===== src/sv/ogpw_pkg.sv =====
// ----------------------------------------------------------------------------
// ogpw_pkg
// Shared types and constants for the Ogg page chain walker.
// ----------------------------------------------------------------------------
package ogpw_pkg;

    localparam int unsigned SPAN_W        = 33;
    localparam int unsigned PAGES_W       = 22;
    localparam int unsigned SUM_W         = 17;
    localparam int unsigned HDR_LEN       = 27;
    localparam int unsigned HDR_LAST      = HDR_LEN - 1;  // segment count byte
    localparam int unsigned MAGIC_LEN     = 5;            // "OggS" plus version
    localparam int unsigned MAX_PAGES_DEF = 4000000;

    localparam logic [SPAN_W-1:0] MAX_SPAN_RST = 33'h1_0000_0000;

    localparam logic [7:0] CHR_O = 8'h4F;
    localparam logic [7:0] CHR_G = 8'h67;
    localparam logic [7:0] CHR_S = 8'h53;
    localparam logic [7:0] VERSION_0 = 8'h00;

    typedef enum logic [1:0] {
        PH_IDLE    = 2'd0,
        PH_HEADER  = 2'd1,
        PH_LACING  = 2'd2,
        PH_PAYLOAD = 2'd3
    } t_phase;

    typedef struct packed {
        logic [7:0] data_byte;
        logic       first_byte;
        logic       source_end;
    } t_item;

    typedef struct packed {
        logic               found;
        logic [SPAN_W-1:0]  carved_length;
        logic [PAGES_W-1:0] page_count;
    } t_result;

    // Expected header byte at offsets 0..4
    function automatic logic [7:0] magic_byte(input logic [2:0] idx);
        logic [7:0] val;
        case (idx)
            3'd0:    val = CHR_O;
            3'd1:    val = CHR_G;
            3'd2:    val = CHR_G;
            3'd3:    val = CHR_S;
            default: val = VERSION_0;
        endcase
        return val;
    endfunction

endpackage


===== src/sv/ogpw_in_if.sv =====
// ----------------------------------------------------------------------------
// ogpw_in_if
// Byte request channel into the page chain walker.
// ----------------------------------------------------------------------------
interface ogpw_in_if;
    logic       valid;
    logic       ready;
    logic [7:0] data_byte;
    logic       first_byte;
    logic       source_end;

    modport source (output valid, output data_byte, output first_byte,
                    output source_end, input ready);
    modport sink   (input valid, input data_byte, input first_byte,
                    input source_end, output ready);
endinterface


===== src/sv/ogpw_out_if.sv =====
// ----------------------------------------------------------------------------
// ogpw_out_if
// Result request channel out of the page chain walker.
// ----------------------------------------------------------------------------
interface ogpw_out_if;
    import ogpw_pkg::*;

    logic               valid;
    logic               ready;
    logic               found;
    logic [SPAN_W-1:0]  carved_length;
    logic [PAGES_W-1:0] page_count;

    modport source (output valid, output found, output carved_length,
                    output page_count, input ready);
    modport sink   (input valid, input found, input carved_length,
                    input page_count, output ready);
endinterface


===== src/sv/ogpw_walker.sv =====
// ----------------------------------------------------------------------------
// ogpw_walker
// Per-byte page walk state, stop decision and result register.
// ----------------------------------------------------------------------------
module ogpw_walker #(
    parameter int unsigned MAX_PAGES = ogpw_pkg::MAX_PAGES_DEF
) (
    input  logic                          i_clk,
    input  logic                          i_rst_n,
    input  logic [ogpw_pkg::SPAN_W-1:0]   i_max_span,
    input  logic                          i_item_valid,
    input  ogpw_pkg::t_item               i_item,
    output logic                          o_item_take,
    output logic                          o_res_valid,
    output ogpw_pkg::t_result             o_res,
    input  logic                          i_res_ready
);
    import ogpw_pkg::*;

    // walk state
    t_phase             r_ph,   n_ph;
    logic [SPAN_W-1:0]  r_le,   n_le;    // end of last counted page
    logic [PAGES_W-1:0] r_ps,   n_ps;
    logic [4:0]         r_hi,   n_hi;
    logic [7:0]         r_sl,   n_sl;
    logic [7:0]         r_st,   n_st;
    logic [SUM_W-1:0]   r_sum,  n_sum;

    // state as seen after an optional restart
    t_phase             e_ph;
    logic [SPAN_W-1:0]  e_le;
    logic [PAGES_W-1:0] e_ps;
    logic [4:0]         e_hi;
    logic [7:0]         e_sl, e_st;
    logic [SUM_W-1:0]   e_sum;

    logic [SUM_W-1:0]   lace_sum, size, cnt_sum;
    logic [SPAN_W:0]    span_ext, cnt_end;      // one spare bit for the carry
    logic [SPAN_W-1:0]  span_less_hdr;
    logic [7:0]         lace_sl, b;
    logic               count, fin, stop, emit, active, no_room;

    logic               r_out_valid, n_out_valid;
    t_result            r_res, n_res;

    assign b = i_item.data_byte;

    // next state
    always_comb begin
        e_ph = r_ph; e_le = r_le; e_ps = r_ps;
        e_hi = r_hi; e_sl = r_sl; e_st = r_st; e_sum = r_sum;
        if (i_item.first_byte) begin
            e_ph = PH_HEADER; e_le = '0; e_ps = '0;
            e_hi = '0; e_sl = '0; e_st = '0; e_sum = '0;
        end
        n_ph = e_ph; n_le = e_le; n_ps = e_ps;
        n_hi = e_hi; n_sl = e_sl; n_st = e_st; n_sum = e_sum;

        active        = i_item.first_byte || (r_ph != PH_IDLE);
        lace_sum      = e_sum + SUM_W'(b);
        lace_sl       = e_sl - 8'd1;
        stop          = 1'b0;
        count         = 1'b0;
        fin           = 1'b0;
        size          = SUM_W'(HDR_LEN);
        cnt_sum       = '0;
        span_ext      = {1'b0, i_max_span};
        span_less_hdr = i_max_span - SPAN_W'(HDR_LEN);

        if (i_item.first_byte && (i_max_span < SPAN_W'(HDR_LEN))) begin
            stop = 1'b1;
        end else begin
            case (e_ph)
                PH_HEADER: begin
                    if (e_hi == 5'(HDR_LAST)) begin
                        n_st  = b;
                        n_sl  = b;
                        n_sum = '0;
                        if (b == 8'd0) begin
                            count = 1'b1;
                        end else begin
                            n_ph = PH_LACING;
                        end
                    end else if ((e_hi < 5'(MAGIC_LEN)) && (b != magic_byte(e_hi[2:0]))) begin
                        stop = 1'b1;
                    end else begin
                        n_hi = e_hi + 5'd1;
                    end
                end
                PH_LACING: begin
                    n_sum = lace_sum;
                    n_sl  = lace_sl;
                    if (lace_sl == 8'd0) begin
                        count   = 1'b1;
                        size    = SUM_W'(HDR_LEN) + SUM_W'(e_st) + lace_sum;
                        cnt_sum = lace_sum;
                    end
                end
                PH_PAYLOAD: begin
                    n_sum = e_sum - SUM_W'(1);
                    if (n_sum == '0) begin
                        fin = 1'b1;
                    end
                end
                default: begin
                end
            endcase
        end

        cnt_end = {1'b0, e_le} + (SPAN_W+1)'(size);

        if (count) begin
            if (cnt_end > span_ext) begin
                stop = 1'b1;
            end else begin
                n_le = cnt_end[SPAN_W-1:0];
                n_ps = e_ps + PAGES_W'(1);
                if (cnt_sum == '0) begin
                    fin = 1'b1;
                end else begin
                    n_ph = PH_PAYLOAD;
                end
            end
        end

        // another header must still fit: page end + 27 within max_span
        no_room = (i_max_span < SPAN_W'(HDR_LEN)) || (n_le > span_less_hdr);

        // page done: room for another header and below the page limit?
        if (fin) begin
            if ((n_ps >= PAGES_W'(MAX_PAGES)) || no_room) begin
                stop = 1'b1;
            end else begin
                n_ph = PH_HEADER;
                n_hi = '0;
            end
        end

        emit = active && (stop || i_item.source_end);
        if (emit) begin
            n_ph = PH_IDLE;
        end
    end

    // outputs
    always_comb begin
        o_item_take = i_item_valid && (!emit || !r_out_valid || i_res_ready);
        n_res.found         = (n_ps != '0);
        n_res.carved_length = n_le;
        n_res.page_count    = n_ps;
        if (o_item_take && emit) begin
            n_out_valid = 1'b1;
        end else if (i_res_ready) begin
            n_out_valid = 1'b0;
        end else begin
            n_out_valid = r_out_valid;
        end
    end

    always_ff @(posedge i_clk) begin
        if (!i_rst_n) begin
            r_ph        <= PH_IDLE;
            r_out_valid <= 1'b0;
        end else begin
            r_out_valid <= n_out_valid;
            if (o_item_take) begin
                r_ph <= n_ph;
            end
        end
        if (o_item_take) begin
            r_le   <= n_le;
            r_ps   <= n_ps;
            r_hi   <= n_hi;
            r_sl   <= n_sl;
            r_st   <= n_st;
            r_sum  <= n_sum;
        end
        if (o_item_take && emit) begin
            r_res <= n_res;
        end
    end

    assign o_res_valid = r_out_valid;
    assign o_res       = r_res;

    // ---- assertions ----
    a_found_matches_count: assert property (@(posedge i_clk) disable iff (!i_rst_n)
        r_out_valid |-> (r_res.found == (r_res.page_count != '0)))
        else $error("found flag disagrees with page count");

    a_found_len: assert property (@(posedge i_clk) disable iff (!i_rst_n)
        (r_out_valid && r_res.found) |-> (r_res.carved_length >= SPAN_W'(HDR_LEN)))
        else $error("counted page shorter than a header");

    a_lacing_left: assert property (@(posedge i_clk) disable iff (!i_rst_n)
        (r_ph == PH_LACING) |-> (r_sl != '0))
        else $error("lacing phase with no segments left");

    a_payload_nonzero: assert property (@(posedge i_clk) disable iff (!i_rst_n)
        (r_ph == PH_PAYLOAD) |-> (r_sum != '0))
        else $error("payload phase with nothing left to skip");

    a_hdr_index: assert property (@(posedge i_clk) disable iff (!i_rst_n)
        (r_ph == PH_HEADER) |-> (r_hi <= 5'(HDR_LAST)))
        else $error("header index past segment count byte");

endmodule


===== src/sv/ogg_page_chain_walker_unit.sv =====
// ----------------------------------------------------------------------------
// ogg_page_chain_walker_unit
// Walks a chain of Ogg pages in a byte stream and reports the carved span.
// ----------------------------------------------------------------------------
// Takes one source byte per cycle unless stalled, no bubbles between walks.
// A byte flagged first_byte starts a walk (and abandons any walk in flight
// without a result). Each page header is checked for "OggS" and version 0,
// the lacing table is summed, and the page is counted once its table is in
// and it ends within max_span; payload bytes are only counted down. One
// result request (found, carved_length, page_count) goes out on the byte
// that stops the walk: header mismatch, oversized page, no room for another
// header, MAX_PAGES reached, or source_end. CRC is not checked.
// A byte is taken into the input register; the walker then updates its state
// from that register and, on a stopping byte, loads the result register,
// which drives o_out.valid. The rate is set by the walker's per-byte update
// (a 17-bit lacing add and a 34-bit page-end add and compare against
// max_span). A held result only stalls input when another result is due.
// max_span resets to 2^32 and is used from the next byte on; write it only
// while no request is in flight. No memories, no clearing pass after reset.
// ----------------------------------------------------------------------------
module ogg_page_chain_walker_unit #(
    parameter int unsigned MAX_PAGES = ogpw_pkg::MAX_PAGES_DEF
) (
    input  logic                          i_clk,
    input  logic                          i_rst_n,
    input  logic                          i_cfg_we,
    input  logic [ogpw_pkg::SPAN_W-1:0]   i_cfg_wdata,
    ogpw_in_if.sink                       i_in,
    ogpw_out_if.source                    o_out
);
    import ogpw_pkg::*;

    // config register
    logic [SPAN_W-1:0] r_max_span;

    // input register
    logic    r_in_valid, n_in_valid;
    t_item   r_in_item;
    logic    in_take;

    // walker side
    logic    item_take;
    logic    res_valid;
    t_result res;

    // input stage refills whenever it is empty or drains this cycle
    assign in_take = i_in.valid && i_in.ready;
    assign i_in.ready = !r_in_valid || item_take;

    always_comb begin
        if (in_take) begin
            n_in_valid = 1'b1;
        end else if (item_take) begin
            n_in_valid = 1'b0;
        end else begin
            n_in_valid = r_in_valid;
        end
    end

    always_ff @(posedge i_clk) begin
        if (!i_rst_n) begin
            r_max_span <= MAX_SPAN_RST;
            r_in_valid <= 1'b0;
        end else begin
            r_in_valid <= n_in_valid;
            if (i_cfg_we) begin
                r_max_span <= i_cfg_wdata;
            end
        end
        if (in_take) begin
            r_in_item.data_byte  <= i_in.data_byte;
            r_in_item.first_byte <= i_in.first_byte;
            r_in_item.source_end <= i_in.source_end;
        end
    end

    ogpw_walker #(
        .MAX_PAGES (MAX_PAGES)
    ) u_walker (
        .i_clk        (i_clk),
        .i_rst_n      (i_rst_n),
        .i_max_span   (r_max_span),
        .i_item_valid (r_in_valid),
        .i_item       (r_in_item),
        .o_item_take  (item_take),
        .o_res_valid  (res_valid),
        .o_res        (res),
        .i_res_ready  (o_out.ready)
    );

    assign o_out.valid         = res_valid;
    assign o_out.found         = res.found;
    assign o_out.carved_length = res.carved_length;
    assign o_out.page_count    = res.page_count;

endmodule


===== src/flat_wrapper.sv =====
// flat-port wrapper written by rule: the top's interface ports become plain ports
module ogg_page_chain_walker_unit_flat import ogpw_pkg::*;
#(
    parameter int unsigned MAX_PAGES = ogpw_pkg::MAX_PAGES_DEF
)
  (i_clk, i_rst_n, i_cfg_we, i_cfg_wdata, i_in_valid, i_in_data_byte, i_in_first_byte, i_in_source_end, i_in_ready, o_out_valid, o_out_found, o_out_carved_length, o_out_page_count, o_out_ready);
  ogpw_in_if i_in_i ();
  ogpw_out_if o_out_i ();
  input  logic i_clk;
  input  logic i_rst_n;
  input  logic i_cfg_we;
  input  logic [ogpw_pkg::SPAN_W-1:0] i_cfg_wdata;
  input wire logic [$bits(i_in_i.valid)-1:0] i_in_valid;
  input wire logic [$bits(i_in_i.data_byte)-1:0] i_in_data_byte;
  input wire logic [$bits(i_in_i.first_byte)-1:0] i_in_first_byte;
  input wire logic [$bits(i_in_i.source_end)-1:0] i_in_source_end;
  output wire logic [$bits(i_in_i.ready)-1:0] i_in_ready;
  output wire logic [$bits(o_out_i.valid)-1:0] o_out_valid;
  output wire logic [$bits(o_out_i.found)-1:0] o_out_found;
  output wire logic [$bits(o_out_i.carved_length)-1:0] o_out_carved_length;
  output wire logic [$bits(o_out_i.page_count)-1:0] o_out_page_count;
  input wire logic [$bits(o_out_i.ready)-1:0] o_out_ready;
  assign i_in_i.valid = i_in_valid;
  assign i_in_i.data_byte = i_in_data_byte;
  assign i_in_i.first_byte = i_in_first_byte;
  assign i_in_i.source_end = i_in_source_end;
  assign i_in_ready = i_in_i.ready;
  assign o_out_valid = o_out_i.valid;
  assign o_out_found = o_out_i.found;
  assign o_out_carved_length = o_out_i.carved_length;
  assign o_out_page_count = o_out_i.page_count;
  assign o_out_i.ready = o_out_ready;
  ogg_page_chain_walker_unit #(.MAX_PAGES(MAX_PAGES)) u_core (.i_clk(i_clk), .i_rst_n(i_rst_n), .i_cfg_we(i_cfg_we), .i_cfg_wdata(i_cfg_wdata), .i_in(i_in_i), .o_out(o_out_i));
endmodule

===== config.mk =====
export PLATFORM = sky130hd
export DESIGN_NAME = ogg_page_chain_walker_unit_flat
export DESIGN_NICKNAME = d
export VERILOG_FILES = /design/src/sv/ogpw_pkg.sv /design/src/sv/ogpw_in_if.sv /design/src/sv/ogpw_out_if.sv /design/src/sv/ogpw_walker.sv /design/src/sv/ogg_page_chain_walker_unit.sv /design/src/flat_wrapper.sv
export SDC_FILE = /design/constraint.sdc
export NUM_CORES = 1
export LEC_CHECK = 0
export BUFFER_PORTS_ARGS = -buffer_cell sky130_fd_sc_hd__buf_2
export CAP_MARGIN = 10
export CORE_MARGIN = 10
export CORE_UTILIZATION = 55
export CTS_BUF_LIST = sky130_fd_sc_hd__clkbuf_4
export DETAILED_ROUTE_END_ITERATION = 7
export PLACE_DENSITY = 0.74
export REMOVE_ABC_BUFFERS = 1
export SYNTH_ARGS = -nofsm -noshare
export SYNTH_HDL_FRONTEND = slang
export SYNTH_HIERARCHICAL = 1
export SYNTH_SLANG_ARGS = --single-unit
export TNS_END_PERCENT = 5

===== constraint.sdc =====
create_clock -name i_clk -period 24.5 [get_ports i_clk]
set_input_delay 1.225 -clock i_clk [delete_from_list [all_inputs] [get_ports i_clk]]
set_output_delay 1.225 -clock i_clk [all_outputs]
set_load 0.02 [all_outputs]

==> impl_metrics.py <==
metrics = {
    "outcome": {
        "status": "finished, final reports clean",
    },
    "route": {
        "ant_nets": 0,
        "wl_per_cell_um": 19.1,
        "first_pass_iters": 6,
        "drt_iter0_drc": 1052,
        "wirelength_mm": 36.9,
        "vias": 11651,
        "drc": 0,
        "viasPerCell": 6.02,
    },
    "logic_synthesis": {
        "synth_cells": 1513,
        "synth-edff-count": 159,
        "synthArstFlopShare_pct": 0,
        "synth_common_cells": "edfxtp_1, nor2_1, nand2_1",
        "ys_warn_count": 6,
        "synth_top_area_cell": "edfxtp_1",
        "synth-main-ff-cell": "edfxtp_1",
        "synth_top_area_share_pct": 33.8,
        "synth_area_um2": 14100,
        "seq_area_frac_synth_pct": 39.0,
        "synth.most_common_cell": "edfxtp_1",
        "synth.distinct_cells": 81,
        "ys_ff_latch": 196,
        "synthTopCellsByArea": "edfxtp_1, ha_1, xnor2_1",
        "syn_area_per_cell_um2": 9.34,
    },
    "timing": {
        "worst_pin_slew_ns": 1.34,
        "period_needed_ns": 15.44,
        "maxSlewHeadroom_pct": 10.0,
        "rsz0062_at_grt": "false",
        "setup_viol": 0,
        "postLayoutSetupSlackWorst_ns": 9.06,
        "post-route-period-util_pct": 63.0,
        "whs_ns": 0.534,
        "finalHoldViolations": 0,
        "slew_viol_final": 0,
        "fin_tns_setup_ns": 0,
        "fmax_ghz": 0.0648,
        "worst_clock_skew_ns": 0.0479,
    },
    "global_route": {
        "gr-total-overflow": 0,
        "grt_pass1_vias": 11250,
        "grt_max_degree": 63,
        "antenna_found_initial": 1,
        "grt_first_pass_wirelength_mm": 59.3,
        "grt.total_usage_pct": 22.0,
    },
    "place": {
        "hpwl_mm": 27.6,
        "port_buffers": 105,
        "place_ws_ns": 9.98,
        "place_inst": 1901,
        "gp_congestion": 0.935,
    },
    "setup_path": {
        "critPathCaptureType": "output port",
        "critical_path.max_stage_delay_ns": 1.11,
        "crit_type": "flop to output port",
        "cp.arrival_ns": 14.21,
        "required_ns": 23.27,
        "critPathMostFrequentCell": "ha_1",
        "startpoint_type": "flop",
        "cpMaxStageDelayCell": "nor3_1",
        "critPathBufInv": 6,
        "crit_fanout": 62,
        "crit_family": "simple AND/OR/NAND/NOR gates",
    },
    "cells_and_area": {
        "area_delta_synth_final_pct": 7.66,
        "final_nets": 1758,
        "stdcell_count": 1934,
        "drive_above_1_share_pct": 11.5,
        "fin_util_pct": 60.3,
    },
    "pwr": {
        "peakVddDrop_uv": 31.5,
        "p_leak_nw": 6.01,
        "power.density_nw_per_um2": 51.1,
    },
    "clock_tree": {
        "postCtsSetupBuffers": 0,
        "clock-sinks": 196,
        "cts_tree": "done",
        "path_clk_slew_ns": 0.18,
        "cts_max_level": 4,
        "hold_buffers": 0,
        "cts_buffers": 17,
        "clockBufferDepth": 2,
        "worstSkewPairLatency_ns": 0.64,
        "cts-root-buf": "clkbuf_4",
        "cts_resized": 0,
    },
    "die": {
        "row_count": 58,
        "fp.dieW_um": 180,
        "die_h_um": 180,
        "core_um2": 25300,
        "start_util_pct": 56.0,
        "dieArea_um2": 32500,
        "ios": 106,
    },
    "worst_hold_path": {
        "hp-class": "flop to flop",
    },
    "job": {
        "drv_cap": 0,
    },
}
layout by cell type, fill, tap and decap left out, types with 37 or more instances in the layout:
| master | count |
|---|---|
| edfxtp_1 | 159 |
| nand2_1 | 136 |
| nor2_1 | 136 |
| ha_1 | 118 |
| buf_2 | 105 |
| xnor2_1 | 95 |
| inv_1 | 91 |
| nor2b_1 | 86 |
| a21oi_1 | 78 |
| o21ai_0 | 73 |
| nor3_1 | 42 |
| mux2i_1 | 37 |
| dfxtp_1 | 37 |
cell families after synthesis:
group | share of synthesized area [%]
compound gates | 13.4
xor+xnor | 7.68
fa+ha+maj | 10.7
buf+inv | 4.39
flops | 39.0
mux | 4.05
simple gates | 20.8
worst reg2reg max path, delay by kind of cell (launching register included):
kind | cells | cell delay, ns
fa+ha+maj | 7 | 2.02
xor+xnor | 4 | 0.69
flops | 1 | 0.39
buf+inv | 7 | 2.44
simple gates | 20 | 5.15
compound gates | 16 | 3.77
metrics by stage:
stage	instance area, um^2	total power, mW
finish	15200	0.777
floorplan	13900	0.532
global placement	14900	0.579
CTS	15200	0.781
global route	15200	0.818
detailed placement	14900	0.583
path summary, 6_finish.rpt:
kind	cells past startpoint	end	slack (ns)	start
worst min-delay path	2	u_core/u_walker/r_ph[0]$_SDFFE_PN0P_	0.53	u_core/u_walker/r_ph[0]$_SDFFE_PN0P_
worst max register to register	54	u_core/u_walker/r_sum[5]$_DFFE_PP_	9.65	u_core/r_in_item[1]$_DFFE_PP_
worst max-delay path	54	i_in_ready	9.06	u_core/r_in_item[1]$_DFFE_PP_
worst min register to register	2	u_core/u_walker/r_ph[0]$_SDFFE_PN0P_	0.53	u_core/u_walker/r_ph[0]$_SDFFE_PN0P_
layout make-up:
type | instances | area [um^2]
Clock buffer | 17 | 128
Multi-Input combinational cell | 1171 | 8030
Inverter | 92 | 345
Tap cell | 330 | 413
Clock inverter | 15 | 211
Sequential cell | 196 | 5520
Fill cell | 2204 | 10000
Timing Repair Buffer | 112 | 578
Antenna cell | 1 | 2.50
routing by layer:
layer / track usage, % / up-vias / part of all wire [%]
met1: 29.2 / 5454 / 43
met4: 7.41 / 0 / 2.9
met3: 3.37 / 71 / 7.3
li1: - / 5632 / -
met2: 35.8 / 494 / 47
met5: 0 / - / 0
power by group:
part	switching (mW)	total, mW	internal, mW	leakage [nW]
clock network	0.146	0.199	0.0531	0.171
logic	0.109	0.180	0.0716	4.01
registers	0.0170	0.398	0.381	1.83
state kept, by name (all words and copies together) (netlist names):
| name | flops |
|---|---|
| u_core/u_walker/r_ps | 22 |
| u_core/u_walker/r_sum | 17 |
| u_core/u_walker/r_sl | 8 |
| u_core/u_walker/r_st | 8 |
| u_core/u_walker/r_ph | 2 |
| u_core/u_walker/o_res_valid | 1 |
| u_core/r_max_span | 33 |
| u_core/u_walker/r_hi | 5 |
| u_core/r_in_valid | 1 |
| u_core/r_in_item | 10 |
| u_core/u_walker/r_le | 33 |
| u_core/u_walker/o_res | 56 |
Note: power is estimated with default switching activity, not from simulation.
